### config.mk
export PLATFORM = sky130hd
export DESIGN_NAME = hsm_ctrl
export DESIGN_NICKNAME = d
export VERILOG_FILES = /design/src/design/hsm_pkg.sv /design/src/design/hsm_ctrl.sv
export VERILOG_INCLUDE_DIRS = /design/src /design/src/design
export SDC_FILE = /design/constraint.sdc
export NUM_CORES = 1
export LEC_CHECK = 0
export ABC_CLOCK_PERIOD_IN_PS = 1700
export BUFFER_PORTS_ARGS = -buffer_cell sky130_fd_sc_hd__buf_4
export CAP_MARGIN = 20
export CORE_AREA = 2 2 39 41
export DETAILED_ROUTE_END_ITERATION = 16
export DIE_AREA = 0 0 41 43
export PLACE_DENSITY = 0.62
export SLEW_MARGIN = 20
export SYNTH_ARGS = -nofsm -noshare
export SYNTH_HDL_FRONTEND = slang
export SYNTH_SLANG_ARGS = --single-unit
### constraint.sdc
create_clock -name clock -period 1.7 [get_ports clock]
set_input_delay 0.34 -clock clock [delete_from_list [all_inputs] [get_ports clock]]
set_output_delay 0.34 -clock clock [all_outputs]
set_load 0.05 [all_outputs]
### src/design/assert_macros.svh
// Assertion macros shared by the hash set table modules.
`ifndef ASSERT_MACROS_SVH
`define ASSERT_MACROS_SVH

// Checked on every clock edge outside reset.
`define HSM_ASSERT(lbl, clk, rst, prop) \
   lbl: assert property (@(posedge clk) disable iff (rst) prop) \
      else $error("hash set table: assertion failed");

// Checked on every clock edge, reset included.
`define HSM_ASSERT_ALWAYS(lbl, clk, prop) \
   lbl: assert property (@(posedge clk) prop) \
      else $error("hash set table: assertion failed");

`endif

### src/design/hsm_pkg.sv
// Shared types and constants of the hash set membership table.
package hsm_pkg;

   localparam int KEY_W = 31;
   localparam int OP_W  = 2;

   // Opcodes; the unused code behaves as a query.
   localparam logic [OP_W-1:0] OP_ADD    = 2'd0;
   localparam logic [OP_W-1:0] OP_REMOVE = 2'd1;
   localparam logic [OP_W-1:0] OP_QUERY  = 2'd2;

   typedef struct packed {
      logic [OP_W-1:0]  opcode;
      logic [KEY_W-1:0] key;
   } req_type;

   typedef struct packed {
      logic was_present;
      logic dropped;
   } rsp_type;

   typedef struct packed {
      logic             valid;
      logic [KEY_W-1:0] key;
   } slot_type;

   // Controller to datapath commands.
   typedef struct packed {
      logic load;   // capture request beat
      logic mul;    // quotient estimate
      logic mulb;   // quotient times bucket count
      logic modr;   // remainder and correction
      logic rd;     // bucket row read
      logic upd;    // compare, write back, load result
      logic clr;    // clear one row
   } cmd_type;

   typedef struct packed {
      logic clr_last;
   } status_type;

endpackage

### src/design/hsm_ctrl.sv
// Sequencer of the hash set table: clear pass, per-request steps, result valid.
`include "assert_macros.svh"

module hsm_ctrl (
   input  logic               clock,
   input  logic               reset,
   input  logic               req_valid,
   output logic               req_ready,
   output logic               rsp_valid,
   input  logic               rsp_ready,
   input  hsm_pkg::status_type status,
   output hsm_pkg::cmd_type    cmd
);

   typedef enum logic [6:0] {
      S_CLEAR = 7'b0000001,
      S_IDLE  = 7'b0000010,
      S_MUL   = 7'b0000100,
      S_MULB  = 7'b0001000,
      S_MOD   = 7'b0010000,
      S_READ  = 7'b0100000,
      S_UPD   = 7'b1000000
   } state_type;

   state_type state_ff, state_in;
   logic      rsp_valid_ff, rsp_valid_in;

   always_comb begin
      state_in  = state_ff;
      cmd       = '0;
      req_ready = 1'b0;
      unique case (state_ff)
         S_CLEAR: begin
            cmd.clr = 1'b1;
            if (status.clr_last) begin
               state_in = S_IDLE;
            end
         end
         S_IDLE: begin
            req_ready = 1'b1;
            if (req_valid) begin
               cmd.load = 1'b1;
               state_in = S_MUL;
            end
         end
         S_MUL: begin
            cmd.mul  = 1'b1;
            state_in = S_MULB;
         end
         S_MULB: begin
            cmd.mulb = 1'b1;
            state_in = S_MOD;
         end
         S_MOD: begin
            cmd.modr = 1'b1;
            state_in = S_READ;
         end
         S_READ: begin
            cmd.rd   = 1'b1;
            state_in = S_UPD;
         end
         S_UPD: begin
            // hold until the result register can take the beat
            if (!rsp_valid_ff || rsp_ready) begin
               cmd.upd  = 1'b1;
               state_in = S_IDLE;
            end
         end
         default: begin
            state_in = S_CLEAR;
         end
      endcase
   end

   always_comb begin
      if (cmd.upd) begin
         rsp_valid_in = 1'b1;
      end else if (rsp_ready) begin
         rsp_valid_in = 1'b0;
      end else begin
         rsp_valid_in = rsp_valid_ff;
      end
   end

   always_ff @(posedge clock) begin
      if (reset) begin
         state_ff     <= S_CLEAR;
         rsp_valid_ff <= 1'b0;
      end else begin
         state_ff     <= state_in;
         rsp_valid_ff <= rsp_valid_in;
      end
   end

   assign rsp_valid = rsp_valid_ff;

   `HSM_ASSERT(a_upd_slot_free, clock, reset, cmd.upd |-> (!rsp_valid_ff || rsp_ready))
   `HSM_ASSERT(a_accept_starts, clock, reset, (req_valid && req_ready) |=> (state_ff == S_MUL))
   `HSM_ASSERT_ALWAYS(a_reset_no_rsp, clock, reset |=> !rsp_valid)

endmodule

==> report_table.html <==
<table>
<tr><th>Metric</th><th>Value</th></tr>
<tr><th colspan="2">STA</th></tr>
<tr><td>Highest clock frequency the design can meet</td><td>509.5 MHz</td></tr>
<tr><td>Crit share post-route</td><td>115.4%</td></tr>
<tr><td>Final-report setup violation count</td><td>8</td></tr>
<tr><td>Max-slew headroom</td><td>75.38%</td></tr>
<tr><td>Final Critical Period</td><td>1.963 ns</td></tr>
<tr><td>Number of hold violations in the final report</td><td>0</td></tr>
<tr><td>Setup WS post-layout</td><td>-0.2625 ns</td></tr>
<tr><td>Skew final</td><td>0.001639 ns</td></tr>
<tr><td>Final max-slew violation count</td><td>0</td></tr>
<tr><td>Setup repair after global routing missed its margin</td><td>true</td></tr>
<tr><td>Slew of the pin with the lowest slew margin</td><td>0.3676 ns</td></tr>
<tr><th colspan="2">Place</th></tr>
<tr><td>Count of input and output buffers</td><td>13</td></tr>
<tr><td>Total half-perimeter wirelength after legalization and detailed placement</td><td>954.4 µm</td></tr>
<tr><td>Worst slack at placement</td><td>0.0001503 ns</td></tr>
<tr><td>Gpl congestion</td><td>0.7499</td></tr>
<tr><th colspan="2">Logic synthesis</th></tr>
<tr><td>Flip-flop and latch count after synthesis</td><td>8</td></tr>
<tr><td>Post-synthesis instance total</td><td>58</td></tr>
<tr><td>Synth Warn #</td><td>0</td></tr>
<tr><td>Post-synth cell types</td><td>30</td></tr>
<tr><td>Synth Cell Area</td><td>515.5 µm²</td></tr>
<tr><td>Post-synthesis sequential area ratio</td><td>31.07%</td></tr>
<tr><td>Average cell area after synthesis</td><td>8.888 µm²</td></tr>
<tr><td>Net Count, Synth</td><td>63</td></tr>
<tr><th colspan="2">Power</th></tr>
<tr><td>Power per standard cell area</td><td>567.0 nW/µm²</td></tr>
<tr><td>Max rail drop VDD</td><td>460.1 µV</td></tr>
<tr><td>Static leakage</td><td>0.3950 nW</td></tr>
<tr><td>Total power consumption of the routed design</td><td>0.5271 mW</td></tr>
<tr><th colspan="2">Critical path</th></tr>
<tr><td>CP Capture Point</td><td>cmd[1]</td></tr>
<tr><td>Slowest cell delay on critical path</td><td>0.54 ns</td></tr>
<tr><td>Critical path launch point type</td><td>flip-flop</td></tr>
<tr><td>Launching point of the worst reg2reg path</td><td>state_ff[5]</td></tr>
<tr><td>WP depth</td><td>3</td></tr>
<tr><td>Destination of the worst register-to-register timing path</td><td>state_ff[6]</td></tr>
<tr><td>Required time worst endpoint</td><td>1.36 ns</td></tr>
<tr><td>Path depth of the worst reg2reg path</td><td>5</td></tr>
<tr><td>Slack of the worst reg-to-reg path</td><td>0.15 ns</td></tr>
<tr><td>Crit path from</td><td>state_ff[3]</td></tr>
<tr><td>Dominant delay contributor by cell family on the critical path</td><td>simple AND/OR/NAND/NOR gates</td></tr>
<tr><td>Arrival time reported for the critical path endpoint</td><td>1.62 ns</td></tr>
<tr><td>Crit path max-delay cell type</td><td>sky130_fd_sc_hd__or4_4</td></tr>
<tr><td>Largest fanout on the critical path</td><td>3</td></tr>
<tr><td>Critical path type</td><td>reg2out</td></tr>
<tr><td>CP bufs+invs</td><td>1</td></tr>
<tr><td>Crit end category</td><td>output pin</td></tr>
<tr><td>Worst-path cell chain</td><td>or4_4 -&gt; nor4_4 -&gt; buf_6</td></tr>
<tr><th colspan="2">Finish</th></tr>
<tr><td>Area Overhead vs Synth</td><td>80.34%</td></tr>
<tr><td>FF+latch area</td><td>171.4 µm²</td></tr>
<tr><td>Footprint of the multi-input gates</td><td>404.1 µm²</td></tr>
<tr><td>Filler cell count in the final layout</td><td>116</td></tr>
<tr><td>Final net count</td><td>97</td></tr>
<tr><td>Fin util</td><td>67.18%</td></tr>
<tr><td>Layout cell share with drive strength beyond 1</td><td>68.89%</td></tr>
<tr><td>N_diodes</td><td>0</td></tr>
<tr><th colspan="2">Min path</th></tr>
<tr><td>HP Start</td><td>reset</td></tr>
<tr><td>Hold/Removal Path Class</td><td>in2reg</td></tr>
<tr><th colspan="2">Flow run</th></tr>
<tr><td>Number of violations of the max-capacitance limit</td><td>0</td></tr>
<tr><th colspan="2">Clocking</th></tr>
<tr><td>Clk_lat worst skew</td><td>0.26 ns</td></tr>
<tr><td>Clock-pin slew reported for the worst setup and hold paths after clock tree synthesis</td><td>0.05 ns</td></tr>
<tr><td>CTS H-tree depth</td><td>1</td></tr>
<tr><td>Clock sink total</td><td>8</td></tr>
<tr><td>CTS tree</td><td>built</td></tr>
<tr><td>Clock tree buffer depth</td><td>2</td></tr>
<tr><td>CTS buffer count</td><td>3</td></tr>
<tr><td>Root Driver</td><td>sky130_fd_sc_hd__clkbuf_4</td></tr>
<tr><th colspan="2">Drt</th></tr>
<tr><td>Via density per instance</td><td>5.481</td></tr>
<tr><td>DRC violations left</td><td>0</td></tr>
<tr><td>Violation count after the first detailed-routing iteration</td><td>11</td></tr>
<tr><td>Vias after detailed routing</td><td>581</td></tr>
<tr><td>Pre-Repair DR Iteration Count</td><td>5</td></tr>
<tr><td>Remaining antenna violation count</td><td>0</td></tr>
<tr><td>Average wire length per cell after detail routing</td><td>15.49 µm</td></tr>
<tr><td>Final wirelength</td><td>1642 µm</td></tr>
<tr><th colspan="2">Status</th></tr>
<tr><td>Violations in the final reports</td><td>negative setup slack</td></tr>
<tr><td>Run status</td><td>finished, violations left</td></tr>
<tr><th colspan="2">GRT</th></tr>
<tr><td>Maximum number of pins on one net before global-route repair</td><td>9</td></tr>
<tr><td>Global router's overall resource usage</td><td>19.48%</td></tr>
<tr><td>Wire length of the first global-routing pass</td><td>2325 µm</td></tr>
<tr><td>Overall overflow remaining after global route</td><td>0</td></tr>
<tr><td>Number of antenna violations at the first check in global routing</td><td>0</td></tr>
<tr><td>Number of global-route vias before repair</td><td>534</td></tr>
<tr><th colspan="2">Floorplanning</th></tr>
<tr><td>Initial cell density of the core</td><td>37.25%</td></tr>
<tr><td>Number of placement rows</td><td>14</td></tr>
<tr><td>Area of the core</td><td>1384 µm²</td></tr>
<tr><td>Die Y-Extent</td><td>43 µm</td></tr>
<tr><td>Die area</td><td>1763 µm²</td></tr>
<tr><td>Die width</td><td>41 µm</td></tr>
<tr><td>Number of top-level design ports</td><td>14</td></tr>
</table>
[layer usage]
metal	global-route usage (%)	share of wire, %
met1	23.86	38
met2	31.56	55
met3	2.094	4.0
met4	10.00	2.2
met5	0	0
[how the worst min path moves through the flow]
stage / to / slack, ns / cells after the start
2_1_floorplan: state_ff[6] / 0.41 / 1
3_3_place_gp: state_ff[6] / 0.54 / 2
3_5_place_dp: state_ff[6] / 0.54 / 2
4_1_cts: state_ff[6] / 0.27 / 2
5_1_grt: state_ff[1] / 0.27 / 2
6_report: state_ff[1] / 0.27 / 2
[metrics by stage]
step	std cells	hold WS, ns	area (µm²)	setup TNS, ns
CTS	97	0.2716	799.5	-0.5831
floorplan	58	0.4062	543.0	-0.6870
global placement	90	0.5358	690.7	0
finish	106	0.2683	929.6	-0.7416
global route	106	0.2723	929.6	-1.107
detailed placement	90	0.5369	690.7	0
[synthesized netlist by cell type, drive strengths merged]
cell type  instances  share of area, %
xnor2              2               3.4
nor3b              4               5.8
inv                3               2.2
o21ai              2               1.9
nor3               2               2.9
nor2b              2               2.4
nor4bb             1               1.9
o211ai             2               3.9
dfxtp              8                31
a22o               1               1.7
nand4b             1               1.7
nor4               2               6.6
nand2              4               2.9
o21ba              1               1.9
and2               1               1.2
buf                2               2.9
clkbuf             2               1.5
a221oi             1               2.9
xor2               1               1.7
or4                1               2.2
and4               1               1.9
o221ai             1               1.7
nor2               6               4.4
a31oi              2               2.4
and3               4               5.6
nand2b             1               1.2
[cell families after synthesis]
family	after synthesis	share of synthesized area (%)
and+or+nand+nor	30	40.78
AOI/OAI and AO/OA	10	16.50
DFF	8	31.07
buffers and inverters	7	6.553
xor gates and xnor gates	3	5.098
[timing repair]
item,4_1_cts,5_1_grt
setup endpoints to repair,7,8
hold endpoints to repair,0,0
setup buffers,4,9
pin swaps,6,9
resized for setup,16,16
hold buffers,0,0
[state kept, by name, indices dropped and copies added, names as in the netlist]
| signal | cells |
|---|---|
| rsp_valid | 1 |
| state_ff | 7 |
[layout by cell type (no fill, tap or decap), types with 2 or more instances in the layout]
| master | count |
|---|---|
| sky130_fd_sc_hd__nor2_4 | 2 |
| sky130_fd_sc_hd__inv_1 | 3 |
| sky130_fd_sc_hd__nor2b_1 | 2 |
| sky130_fd_sc_hd__buf_6 | 10 |
| sky130_fd_sc_hd__a31oi_1 | 2 |
| sky130_fd_sc_hd__nor4_4 | 2 |
| sky130_fd_sc_hd__buf_8 | 2 |
| sky130_fd_sc_hd__buf_4 | 21 |
| sky130_fd_sc_hd__clkbuf_4 | 3 |
| sky130_fd_sc_hd__and3_2 | 3 |
| sky130_fd_sc_hd__dfxtp_4 | 2 |
| sky130_fd_sc_hd__nor3b_4 | 3 |
| sky130_fd_sc_hd__nor2_1 | 3 |
| sky130_fd_sc_hd__dfxtp_1 | 3 |
| sky130_fd_sc_hd__dfxtp_2 | 3 |
| sky130_fd_sc_hd__nand2_2 | 2 |
| sky130_fd_sc_hd__o21ai_0 | 2 |
| sky130_fd_sc_hd__xnor2_1 | 2 |
[final cells by class]
class / count / share of cell area (%)
multi-input cells: 43 / 43.47
well taps: 16 / 2.153
inverters: 3 / 1.211
flip-flops and latches: 8 / 18.44
repair buffers: 33 / 32.30
clock buffers: 3 / 2.423
[power by group]
part / switching, mW / leakage [nW] / total, mW / internal [mW]
registers: 0.0114 / 0.0672 / 0.206 / 0.195
logic: 0.0962 / 0.314 / 0.172 / 0.0754
clock network: 0.0684 / 0.0138 / 0.149 / 0.0810
(Power assumes the default switching activity.)
